--- src/rtl/core/gfm_pkg.sv ---
// Shared types and constants for the GB2312 font ROM address mapper.
package gfm_pkg;

  typedef enum logic [1:0] {
    KIND_NONE   = 2'd0,
    KIND_WIDE   = 2'd1,
    KIND_NARROW = 2'd2,
    KIND_SMALL  = 2'd3
  } glyph_kind_t;

  typedef struct packed {
    logic [7:0] text_byte;
    logic       string_start;
    logic [7:0] start_column;
    logic [7:0] start_page;
  } text_item_t;

  typedef struct packed {
    logic [17:0] font_address;
    glyph_kind_t glyph_kind;
    logic [7:0]  glyph_page;
    logic [7:0]  glyph_column;
    logic        string_end;
  } glyph_item_t;

  localparam logic [7:0] HANZI_LEAD_LO = 8'hB0;
  localparam logic [7:0] HANZI_LEAD_HI = 8'hF7;
  localparam logic [7:0] SYMBOL_LO     = 8'hA1;
  localparam logic [7:0] SYMBOL_LEAD_HI = 8'hA3;
  localparam logic [7:0] ASCII_LO      = 8'h20;
  localparam logic [7:0] ASCII_HI      = 8'h7E;
  localparam logic [6:0] ROW_SIZE      = 7'd94;
  localparam logic [12:0] HANZI_BASE   = 13'd846;
  localparam logic [17:0] NARROW_BASE  = 18'h3CF80;
  localparam logic [17:0] SMALL_BASE   = 18'h3BFC0;
  localparam logic [7:0] WIDE_STEP     = 8'd16;
  localparam logic [7:0] NARROW_STEP   = 8'd8;
  localparam logic [7:0] SMALL_STEP    = 8'd6;

endpackage

--- src/rtl/core/gfm_ifs.sv ---
// Valid/ready channel interfaces for text input words and glyph result words.
interface gfm_text_if;
  logic       valid;
  logic       ready;
  logic [7:0] text_byte;
  logic       string_start;
  logic [7:0] start_column;
  logic [7:0] start_page;

  modport source (output valid, output text_byte, output string_start,
                  output start_column, output start_page, input ready);
  modport sink (input valid, input text_byte, input string_start,
                input start_column, input start_page, output ready);
endinterface

interface gfm_glyph_if;
  logic        valid;
  logic        ready;
  logic [17:0] font_address;
  logic [1:0]  glyph_kind;
  logic [7:0]  glyph_page;
  logic [7:0]  glyph_column;
  logic        string_end;

  modport source (output valid, output font_address, output glyph_kind,
                  output glyph_page, output glyph_column, output string_end,
                  input ready);
  modport sink (input valid, input font_address, input glyph_kind,
                input glyph_page, input glyph_column, input string_end,
                output ready);
endinterface

--- src/rtl/core/gfm_in_stage.sv ---
// Input register that holds one accepted text word until the mapper takes it.
module gfm_in_stage (
  input  logic               clk,
  input  logic               rst,
  gfm_text_if.sink           text,
  input  logic               advance,
  output logic               item_valid,
  output gfm_pkg::text_item_t item
);
  import gfm_pkg::*;

  assign text.ready = !item_valid || advance;

  always_ff @(posedge clk) begin
    if (rst) begin
      item_valid <= 1'b0;
    end else if (text.ready) begin
      item_valid <= text.valid;
    end
  end

  always_ff @(posedge clk) begin
    if (text.valid && text.ready) begin
      item.text_byte    <= text.text_byte;
      item.string_start <= text.string_start;
      item.start_column <= text.start_column;
      item.start_page   <= text.start_page;
    end
  end

endmodule

--- src/rtl/core/gfm_map.sv ---
// Decode of one text word against the lead, page and column state.
module gfm_map (
  input  logic                 clk,
  input  logic                 rst,
  input  logic                 advance,
  input  logic                 font_mode,
  input  gfm_pkg::text_item_t  item,
  output logic                 res_valid,
  output gfm_pkg::glyph_item_t res
);
  import gfm_pkg::*;

  logic        lead_pending;
  logic [7:0]  lead_byte;
  logic [7:0]  current_column;
  logic [7:0]  current_page;
  logic        lead_pending_next;
  logic [7:0]  lead_byte_next;
  logic [7:0]  current_column_next;

  logic [7:0]  b;
  logic [7:0]  col;
  logic [7:0]  page;
  logic        pend;
  logic        is_ascii;
  logic        is_lead;
  logic        lead_hanzi;
  logic [6:0]  lead_off;
  logic [12:0] row_base;
  logic [12:0] glyph_index;
  logic [6:0]  ascii_off;
  logic [17:0] wide_addr;
  logic [17:0] narrow_addr;
  logic [17:0] small_addr;

  assign b    = item.text_byte;
  assign col  = item.string_start ? item.start_column : current_column;
  assign page = item.string_start ? item.start_page : current_page;
  assign pend = item.string_start ? 1'b0 : lead_pending;

  assign is_ascii = (b >= ASCII_LO) && (b <= ASCII_HI);
  assign is_lead  = ((b >= HANZI_LEAD_LO) && (b <= HANZI_LEAD_HI)) ||
                    ((b >= SYMBOL_LO) && (b <= SYMBOL_LEAD_HI));

  assign lead_hanzi  = lead_byte >= HANZI_LEAD_LO;
  assign lead_off    = lead_hanzi ? 7'(lead_byte - HANZI_LEAD_LO)
                                  : 7'(lead_byte - SYMBOL_LO);
  assign row_base    = lead_hanzi ? HANZI_BASE : 13'd0;
  assign glyph_index = 13'(lead_off) * 13'(ROW_SIZE) + 13'(b - SYMBOL_LO) + row_base;
  assign wide_addr   = {glyph_index, 5'b0};

  assign ascii_off   = 7'(b - ASCII_LO);
  assign narrow_addr = NARROW_BASE + {7'b0, ascii_off, 4'b0};
  assign small_addr  = SMALL_BASE + {8'b0, ascii_off, 3'b0};

  always_comb begin
    res_valid           = 1'b0;
    res.font_address    = 18'd0;
    res.glyph_kind      = KIND_NONE;
    res.glyph_page      = page;
    res.glyph_column    = col;
    res.string_end      = 1'b0;
    lead_pending_next   = pend;
    lead_byte_next      = lead_byte;
    current_column_next = col;
    priority if (b == 8'd0) begin
      lead_pending_next = 1'b0;
      res_valid         = 1'b1;
      res.string_end    = 1'b1;
    end else if (font_mode) begin
      lead_pending_next = 1'b0;
      if (is_ascii) begin
        res_valid           = 1'b1;
        res.font_address    = small_addr;
        res.glyph_kind      = KIND_SMALL;
        current_column_next = col + SMALL_STEP;
      end
    end else if (pend && (b >= SYMBOL_LO)) begin
      lead_pending_next   = 1'b0;
      res_valid           = 1'b1;
      res.font_address    = wide_addr;
      res.glyph_kind      = KIND_WIDE;
      current_column_next = col + WIDE_STEP;
    end else if (is_lead) begin
      lead_pending_next = 1'b1;
      lead_byte_next    = b;
    end else begin
      lead_pending_next = 1'b0;
      if (is_ascii) begin
        res_valid           = 1'b1;
        res.font_address    = narrow_addr;
        res.glyph_kind      = KIND_NARROW;
        current_column_next = col + NARROW_STEP;
      end
    end
  end

  always_ff @(posedge clk) begin
    if (rst) begin
      lead_pending   <= 1'b0;
      lead_byte      <= 8'd0;
      current_column <= 8'd0;
      current_page   <= 8'd0;
    end else if (advance) begin
      lead_pending   <= lead_pending_next;
      lead_byte      <= lead_byte_next;
      current_column <= current_column_next;
      current_page   <= page;
    end
  end

endmodule

--- src/rtl/core/gfm_out_stage.sv ---
// Result register that drives the glyph channel.
module gfm_out_stage (
  input  logic                 clk,
  input  logic                 rst,
  input  logic                 load,
  input  gfm_pkg::glyph_item_t res,
  output logic                 free,
  gfm_glyph_if.source          glyph
);
  import gfm_pkg::*;

  glyph_item_t held;

  assign free = !glyph.valid || glyph.ready;

  always_ff @(posedge clk) begin
    if (rst) begin
      glyph.valid <= 1'b0;
    end else if (free) begin
      glyph.valid <= load;
    end
  end

  always_ff @(posedge clk) begin
    if (load) begin
      held <= res;
    end
  end

  assign glyph.font_address = held.font_address;
  assign glyph.glyph_kind   = held.glyph_kind;
  assign glyph.glyph_page   = held.glyph_page;
  assign glyph.glyph_column = held.glyph_column;
  assign glyph.string_end   = held.string_end;

endmodule

--- src/rtl/core/gb2312_font_rom_address_mapper.sv ---
// Top level of the GB2312 and ASCII font ROM address mapper.
// Takes one text word per cycle and answers each completed glyph with its font ROM
// address, kind, page and column; lead bytes and skipped bytes give no word, and the
// zero byte gives an end-of-string word. Each result passes through the input register
// and the result register, and a full sustained rate of one word per cycle is kept
// as long as the glyph channel takes its results.
module gb2312_font_rom_address_mapper (
  input  logic        clk,
  input  logic        rst,
  input  logic        font_mode_we,
  input  logic        font_mode_wdata,
  gfm_text_if.sink    text,
  gfm_glyph_if.source glyph
);
  import gfm_pkg::*;

  logic        font_mode;
  logic        item_valid;
  text_item_t  item;
  logic        res_valid;
  glyph_item_t res;
  logic        out_free;
  logic        advance;

  always_ff @(posedge clk) begin
    if (rst) begin
      font_mode <= 1'b0;
    end else if (font_mode_we) begin
      font_mode <= font_mode_wdata;
    end
  end

  assign advance = item_valid && out_free;

  gfm_in_stage u_in (
    .clk        (clk),
    .rst        (rst),
    .text       (text),
    .advance    (advance),
    .item_valid (item_valid),
    .item       (item)
  );

  gfm_map u_map (
    .clk       (clk),
    .rst       (rst),
    .advance   (advance),
    .font_mode (font_mode),
    .item      (item),
    .res_valid (res_valid),
    .res       (res)
  );

  gfm_out_stage u_out (
    .clk   (clk),
    .rst   (rst),
    .load  (advance && res_valid),
    .res   (res),
    .free  (out_free),
    .glyph (glyph)
  );

`ifndef SYNTHESIS
  a_end_word_is_blank: assert property (@(posedge clk) disable iff (rst)
    glyph.valid && glyph.string_end |->
      glyph.glyph_kind == KIND_NONE && glyph.font_address == 18'd0)
    else $error("end word carries a glyph");

  a_glyph_not_end: assert property (@(posedge clk) disable iff (rst)
    glyph.valid && glyph.glyph_kind != KIND_NONE |-> !glyph.string_end)
    else $error("glyph word flagged as end");

  a_held_item_kept: assert property (@(posedge clk) disable iff (rst)
    item_valid && !advance |=> item_valid)
    else $error("pending input word lost");
`endif

endmodule
--- src/flat_wrapper.sv ---
// flat-port wrapper written by rule: the top's interface ports become plain ports
module gb2312_font_rom_address_mapper_flat import gfm_pkg::*;
  (clk, rst, font_mode_we, font_mode_wdata, text_valid, text_text_byte, text_string_start, text_start_column, text_start_page, text_ready, glyph_valid, glyph_font_address, glyph_glyph_kind, glyph_glyph_page, glyph_glyph_column, glyph_string_end, glyph_ready);
  gfm_text_if text_i ();
  gfm_glyph_if glyph_i ();
  input  logic clk;
  input  logic rst;
  input  logic font_mode_we;
  input  logic font_mode_wdata;
  input wire logic [$bits(text_i.valid)-1:0] text_valid;
  input wire logic [$bits(text_i.text_byte)-1:0] text_text_byte;
  input wire logic [$bits(text_i.string_start)-1:0] text_string_start;
  input wire logic [$bits(text_i.start_column)-1:0] text_start_column;
  input wire logic [$bits(text_i.start_page)-1:0] text_start_page;
  output wire logic [$bits(text_i.ready)-1:0] text_ready;
  output wire logic [$bits(glyph_i.valid)-1:0] glyph_valid;
  output wire logic [$bits(glyph_i.font_address)-1:0] glyph_font_address;
  output wire logic [$bits(glyph_i.glyph_kind)-1:0] glyph_glyph_kind;
  output wire logic [$bits(glyph_i.glyph_page)-1:0] glyph_glyph_page;
  output wire logic [$bits(glyph_i.glyph_column)-1:0] glyph_glyph_column;
  output wire logic [$bits(glyph_i.string_end)-1:0] glyph_string_end;
  input wire logic [$bits(glyph_i.ready)-1:0] glyph_ready;
  assign text_i.valid = text_valid;
  assign text_i.text_byte = text_text_byte;
  assign text_i.string_start = text_string_start;
  assign text_i.start_column = text_start_column;
  assign text_i.start_page = text_start_page;
  assign text_ready = text_i.ready;
  assign glyph_valid = glyph_i.valid;
  assign glyph_font_address = glyph_i.font_address;
  assign glyph_glyph_kind = glyph_i.glyph_kind;
  assign glyph_glyph_page = glyph_i.glyph_page;
  assign glyph_glyph_column = glyph_i.glyph_column;
  assign glyph_string_end = glyph_i.string_end;
  assign glyph_i.ready = glyph_ready;
  gb2312_font_rom_address_mapper u_core (.clk(clk), .rst(rst), .font_mode_we(font_mode_we), .font_mode_wdata(font_mode_wdata), .text(text_i), .glyph(glyph_i));
endmodule
--- config.mk ---
export PLATFORM = sky130hd
export DESIGN_NAME = gb2312_font_rom_address_mapper_flat
export DESIGN_NICKNAME = d
export VERILOG_FILES = /design/src/rtl/core/gfm_pkg.sv /design/src/rtl/core/gfm_ifs.sv /design/src/rtl/core/gfm_in_stage.sv /design/src/rtl/core/gfm_map.sv /design/src/rtl/core/gfm_out_stage.sv /design/src/rtl/core/gb2312_font_rom_address_mapper.sv /design/src/flat_wrapper.sv
export SDC_FILE = /design/constraint.sdc
export NUM_CORES = 1
export LEC_CHECK = 0
export BUFFER_PORTS_ARGS = -buffer_cell sky130_fd_sc_hd__buf_4
export CORE_MARGIN = 4
export CORE_UTILIZATION = 59
export CTS_CLUSTER_SIZE = 40
export DETAILED_ROUTE_END_ITERATION = 8
export GPL_TIMING_DRIVEN = 0
export PLACE_DENSITY = 0.88
export REMOVE_ABC_BUFFERS = 1
export SLEW_MARGIN = 30
export SYNTH_ARGS = -nofsm -noshare
export SYNTH_HDL_FRONTEND = slang
export SYNTH_SLANG_ARGS = --single-unit
--- constraint.sdc ---
create_clock -name clk -period 6.6 [get_ports clk]
set_clock_uncertainty 0.15 [all_clocks]
set_input_delay 0.66 -clock clk [delete_from_list [all_inputs] [get_ports clk]]
set_output_delay 0.66 -clock clk [all_outputs]
set_load 0.01 [all_outputs]
==> results.sh <==
export IMPL_die_area_mm2=0.0114
export IMPL_floorplan_initialDensity_pct=61.2
export IMPL_whs_path_depth=2
export IMPL_postSynthCellCount=559
export IMPL_cp_data_arrival_time_ns=6.22
export IMPL_critPathKind="register to register"
export IMPL_io_pins=70
export IMPL_ys_seq_area_share_pct=40.7
export IMPL_ant_nets=0
export IMPL_crit_buf_inv=4
export IMPL_syn2layout_area_growth_pct=14.7
export IMPL_slew_headroom_pct=37.7
export IMPL_p_leak_nw=2.89
export IMPL_wirelength_um=12600
export IMPL_clk_latency_ns=0.35
export IMPL_grt_ovfl_total=0
export IMPL_fin_crit_ns=6.16
export IMPL_ys_ff_latch=87
export IMPL_grt_usage_pct=22.4
export IMPL_ctsHoldBuffers=0
export IMPL_finalSetupViolCount=0
export IMPL_powerDensity_mw_per_mm2=409
export IMPL_h_tree_depth=3
export IMPL_ir_drop_uv=359
export IMPL_hp_class="register to register"
export IMPL_route_detailed_drc=1
export IMPL_drt_wirelength_per_cell_um=16.7
export IMPL_critical_path_required_ns=6.66
export IMPL_via_count=4418
export IMPL_maxCapViolCount=0
export IMPL_worstMarginPinSlew_ns=0.934
export IMPL_layout_nets=721
export IMPL_numPortBuffers=66
export IMPL_whs_endpoint="u_core.u_map.current_page[3]"
export IMPL_crit_fanout=5
export IMPL_synth_edf_count=59
export IMPL_postCtsSetupRepairBufs=0
export IMPL_root_buffer="clkbuf_8"
export IMPL_netlist_area_mm2=0.00574
export IMPL_fin_area_mm2=0.00658
export IMPL_rsz0062_at_grt="false"
export IMPL_drtIter0Drc=317
export IMPL_first_global_vias=4494
export IMPL_r2r_worst_path_cells=23
export IMPL_setup_tns_ns=0
export IMPL_regArea_mm2=0.00233
export IMPL_violations="DRC"
export IMPL_grt_antenna_before_repair=0
export IMPL_drt_pass1_iterations=7
export IMPL_synth_main_ff_cell="edfxtp_1"
export IMPL_rows=35
export IMPL_die_h_um=107
export IMPL_hpwl_um=9360
export IMPL_critPathLaunchType="register"
export IMPL_post_route_period_util_pct=93.3
export IMPL_gp_congestion=0.897
export IMPL_nFillCells=690
export IMPL_reg2reg_slack_ns=0.44
export IMPL_crit_path_end_kind="register"
export IMPL_crit_family="adder cells"
export IMPL_syn_avg_cell_area_um2=10.3
export IMPL_die_x_um=107
export IMPL_path_clk_slew_ns=0.10
export IMPL_placed_cell_area_mm2=0.00636
export IMPL_async_flop_share_pct=0
export IMPL_final_hold_violation_count=0
export IMPL_ctsLongestPathBuffers=2
export IMPL_viasPerCell=5.88
export IMPL_rr_startpoint="u_core.u_map.lead_byte[0]"
export IMPL_ys_types=64
export IMPL_cts_sinks=87
export IMPL_hold_start="u_core.u_map.current_page[3]"
export IMPL_fp_coreArea_mm2=0.00937
export IMPL_multiInputGateArea_mm2=0.00314
export IMPL_fmax_mhz=162
export IMPL_cp_slowest_cell="fa_1"
export IMPL_final_max_slew_viol_count=0
export IMPL_grt_first_pass_wirelength_um=20600
export IMPL_r2r_end="u_core.u_out.glyph.font_address[17]"
export IMPL_grt_start_max_net_pins=33
export IMPL_drive_gt1_share_pct=18.3
export IMPL_ys_warn_count=0
export IMPL_num_antenna_cells=0
export IMPL_critPathMaxStageDelay_ns=0.57
export IMPL_outcome="finished with violations"
export IMPL_worstPathCellList="inv_1 > ha_1 > or3b_1 > a31o_1 > a21o_1 > fa_1 > inv_1 > fa_1 > fa_1 > inv_1 > ha_1 > inv_1 > o21bai_1 > a21oi_1 > xnor2_1 > xnor2_1 > ha_1 > ha_1 > nor4_1 > nand3_1 > a31oi_1 > xnor3_1 > o21ai_1"
export IMPL_cts_made_buffers=9
export IMPL_cts_tree="done"
==> metal layers <==
| layer | GRT usage, % | routed length (um) | up-vias |
|---|---|---|---|
| met2 | 38.8 | 6340 | 182 |
| met1 | 27.0 | 5060 | 2115 |
| met4 | 8.22 | 285 | 0 |
| met5 | 0 | 0 | - |
| met3 | 5.78 | 889 | 41 |
| li1 | - | - | 2080 |
==> tightest hold or removal path, delay by kind of cell (launching register included) <==
family           cells  cell delay (ns)
AO/OA/AOI/OAI        1             0.05
flip-flops           1             0.32
AND/OR/NAND/NOR      1             0.05
==> how the worst max path moves through the flow <==
stage                         startpoint  slack [ns]  depth (start not counted)                             endpoint
2_1_floorplan  u_core.u_map.lead_byte[4]        0.75                         21  u_core.u_out.glyph.font_address[17]
3_3_place_gp   u_core.u_map.lead_byte[4]         0.1                         21  u_core.u_out.glyph.font_address[17]
3_5_place_dp   u_core.u_map.lead_byte[4]       -0.07                         21  u_core.u_out.glyph.font_address[17]
4_1_cts        u_core.u_map.lead_byte[4]        0.24                         21  u_core.u_out.glyph.font_address[17]
5_1_grt        u_core.u_map.lead_byte[5]        0.08                         22  u_core.u_out.glyph.font_address[17]
6_report       u_core.u_map.lead_byte[0]        0.44                         23  u_core.u_out.glyph.font_address[17]
==> cells in the mapped netlist (all sizes together), types with 5 or more instances <==
library cell,n,area [um2]
ha,58,726
a21oi,36,184
nand2,52,195
mux2,14,158
mux2i,15,150
nor2,34,128
dfxtp,28,561
nor3,10,50.1
nand3,17,90.1
a31oi,7,43.8
inv,57,214
clkbuf,11,41.3
fa,14,280
xnor2,26,235
o21ai,17,96.4
edfxtp,59,1770
a21o,10,75.1
o21a,5,37.5
buf,11,66.3
xor2,13,114
==> registers in the layout (all words and copies together) (netlist names) <==
| signal | count |
|---|---|
| u_core.u_in.item_valid | 1 |
| u_core.u_in.item | 25 |
| u_core.font_mode | 1 |
| u_core.u_map.current_page | 8 |
| u_core.u_out.glyph.glyph_column | 8 |
| u_core.u_out.glyph.glyph_kind | 2 |
| u_core.u_map.current_column | 8 |
| u_core.u_out.glyph.font_address | 15 |
| u_core.u_map.lead_pending | 1 |
| u_core.u_map.lead_byte | 8 |
| u_core.u_out.glyph.glyph_page | 8 |
| u_core.u_out.glyph.string_end | 1 |
| u_core.u_out.glyph.valid | 1 |
==> cell type report <==
| class | instances | area share [%] |
|---|---|---|
| well taps | 129 | 2.45 |
| repair buffers | 68 | 8.18 |
| clock inverters | 7 | 1.01 |
| multi-input cells | 395 | 47.8 |
| clock buffers | 9 | 1.88 |
| flip-flops and latches | 87 | 35.5 |
| inverters | 57 | 3.25 |
==> through the flow <==
stage                     cells  power, mW  utilization (%)  hold slack (ns)  setup WS [ns]
final                       752       2.69             70.2            0.311          0.441
after global placement      734       2.21             67.1            0.289         0.0955
after CTS                   752       2.67             69.9            0.309          0.239
after floorplan             539       1.95                -            0.273          0.754
after global routing        752       2.91             70.2            0.295         0.0840
after detailed placement    736       2.31             67.9            0.296        -0.0669
==> kinds of logic (layout without fill, tap and decap cells) <==
| family | count (synthesis) | after routing | share of synthesized area (%) |
|---|---|---|---|
| flops | 87 | 87 | 40.7 |
| xor+xnor | 40 | 40 | 6.48 |
| mux | 29 | 29 | 5.37 |
| simple gates | 145 | 145 | 12.1 |
| other cells | 1 | 3 | 0.0654 |
| buf+inv | 79 | 141 | 5.61 |
| compound gates | 106 | 106 | 12.2 |
| fa+ha+maj | 72 | 72 | 17.5 |
==> power by group <==
group / switching [mW] / leakage (nW) / internal, mW
registers: 0.0226 / 0.784 / 0.608
clock network: 0.215 / 0.0968 / 0.146
logic: 0.949 / 2.01 / 0.749
total: 1.19 / 2.89 / 1.50
==> repair_timing <==
item | CTS | global route
endpoints found under the setup margin | 2 | 2
resized for setup | 1 | 4
gates cloned | 0 | 0
==> layout by cell type (no fill, tap or decap), drive strengths merged, types with 4 or more instances in the layout <==
master  count
nand3      17
clkbuf      9
a21oi      36
xnor2      26
and2        4
ha         58
fa         14
nor2       34
nor3       10
dfxtp      28
o31ai       4
mux2       14
xor2       13
buf        68
o21a        5
o21ai      17
nand2      52
nand4       4
mux2i      15
inv        61
edfxtp     59
a31oi       7
a21o       10
or3         4
Note: power is estimated with default switching activity, not from simulation.
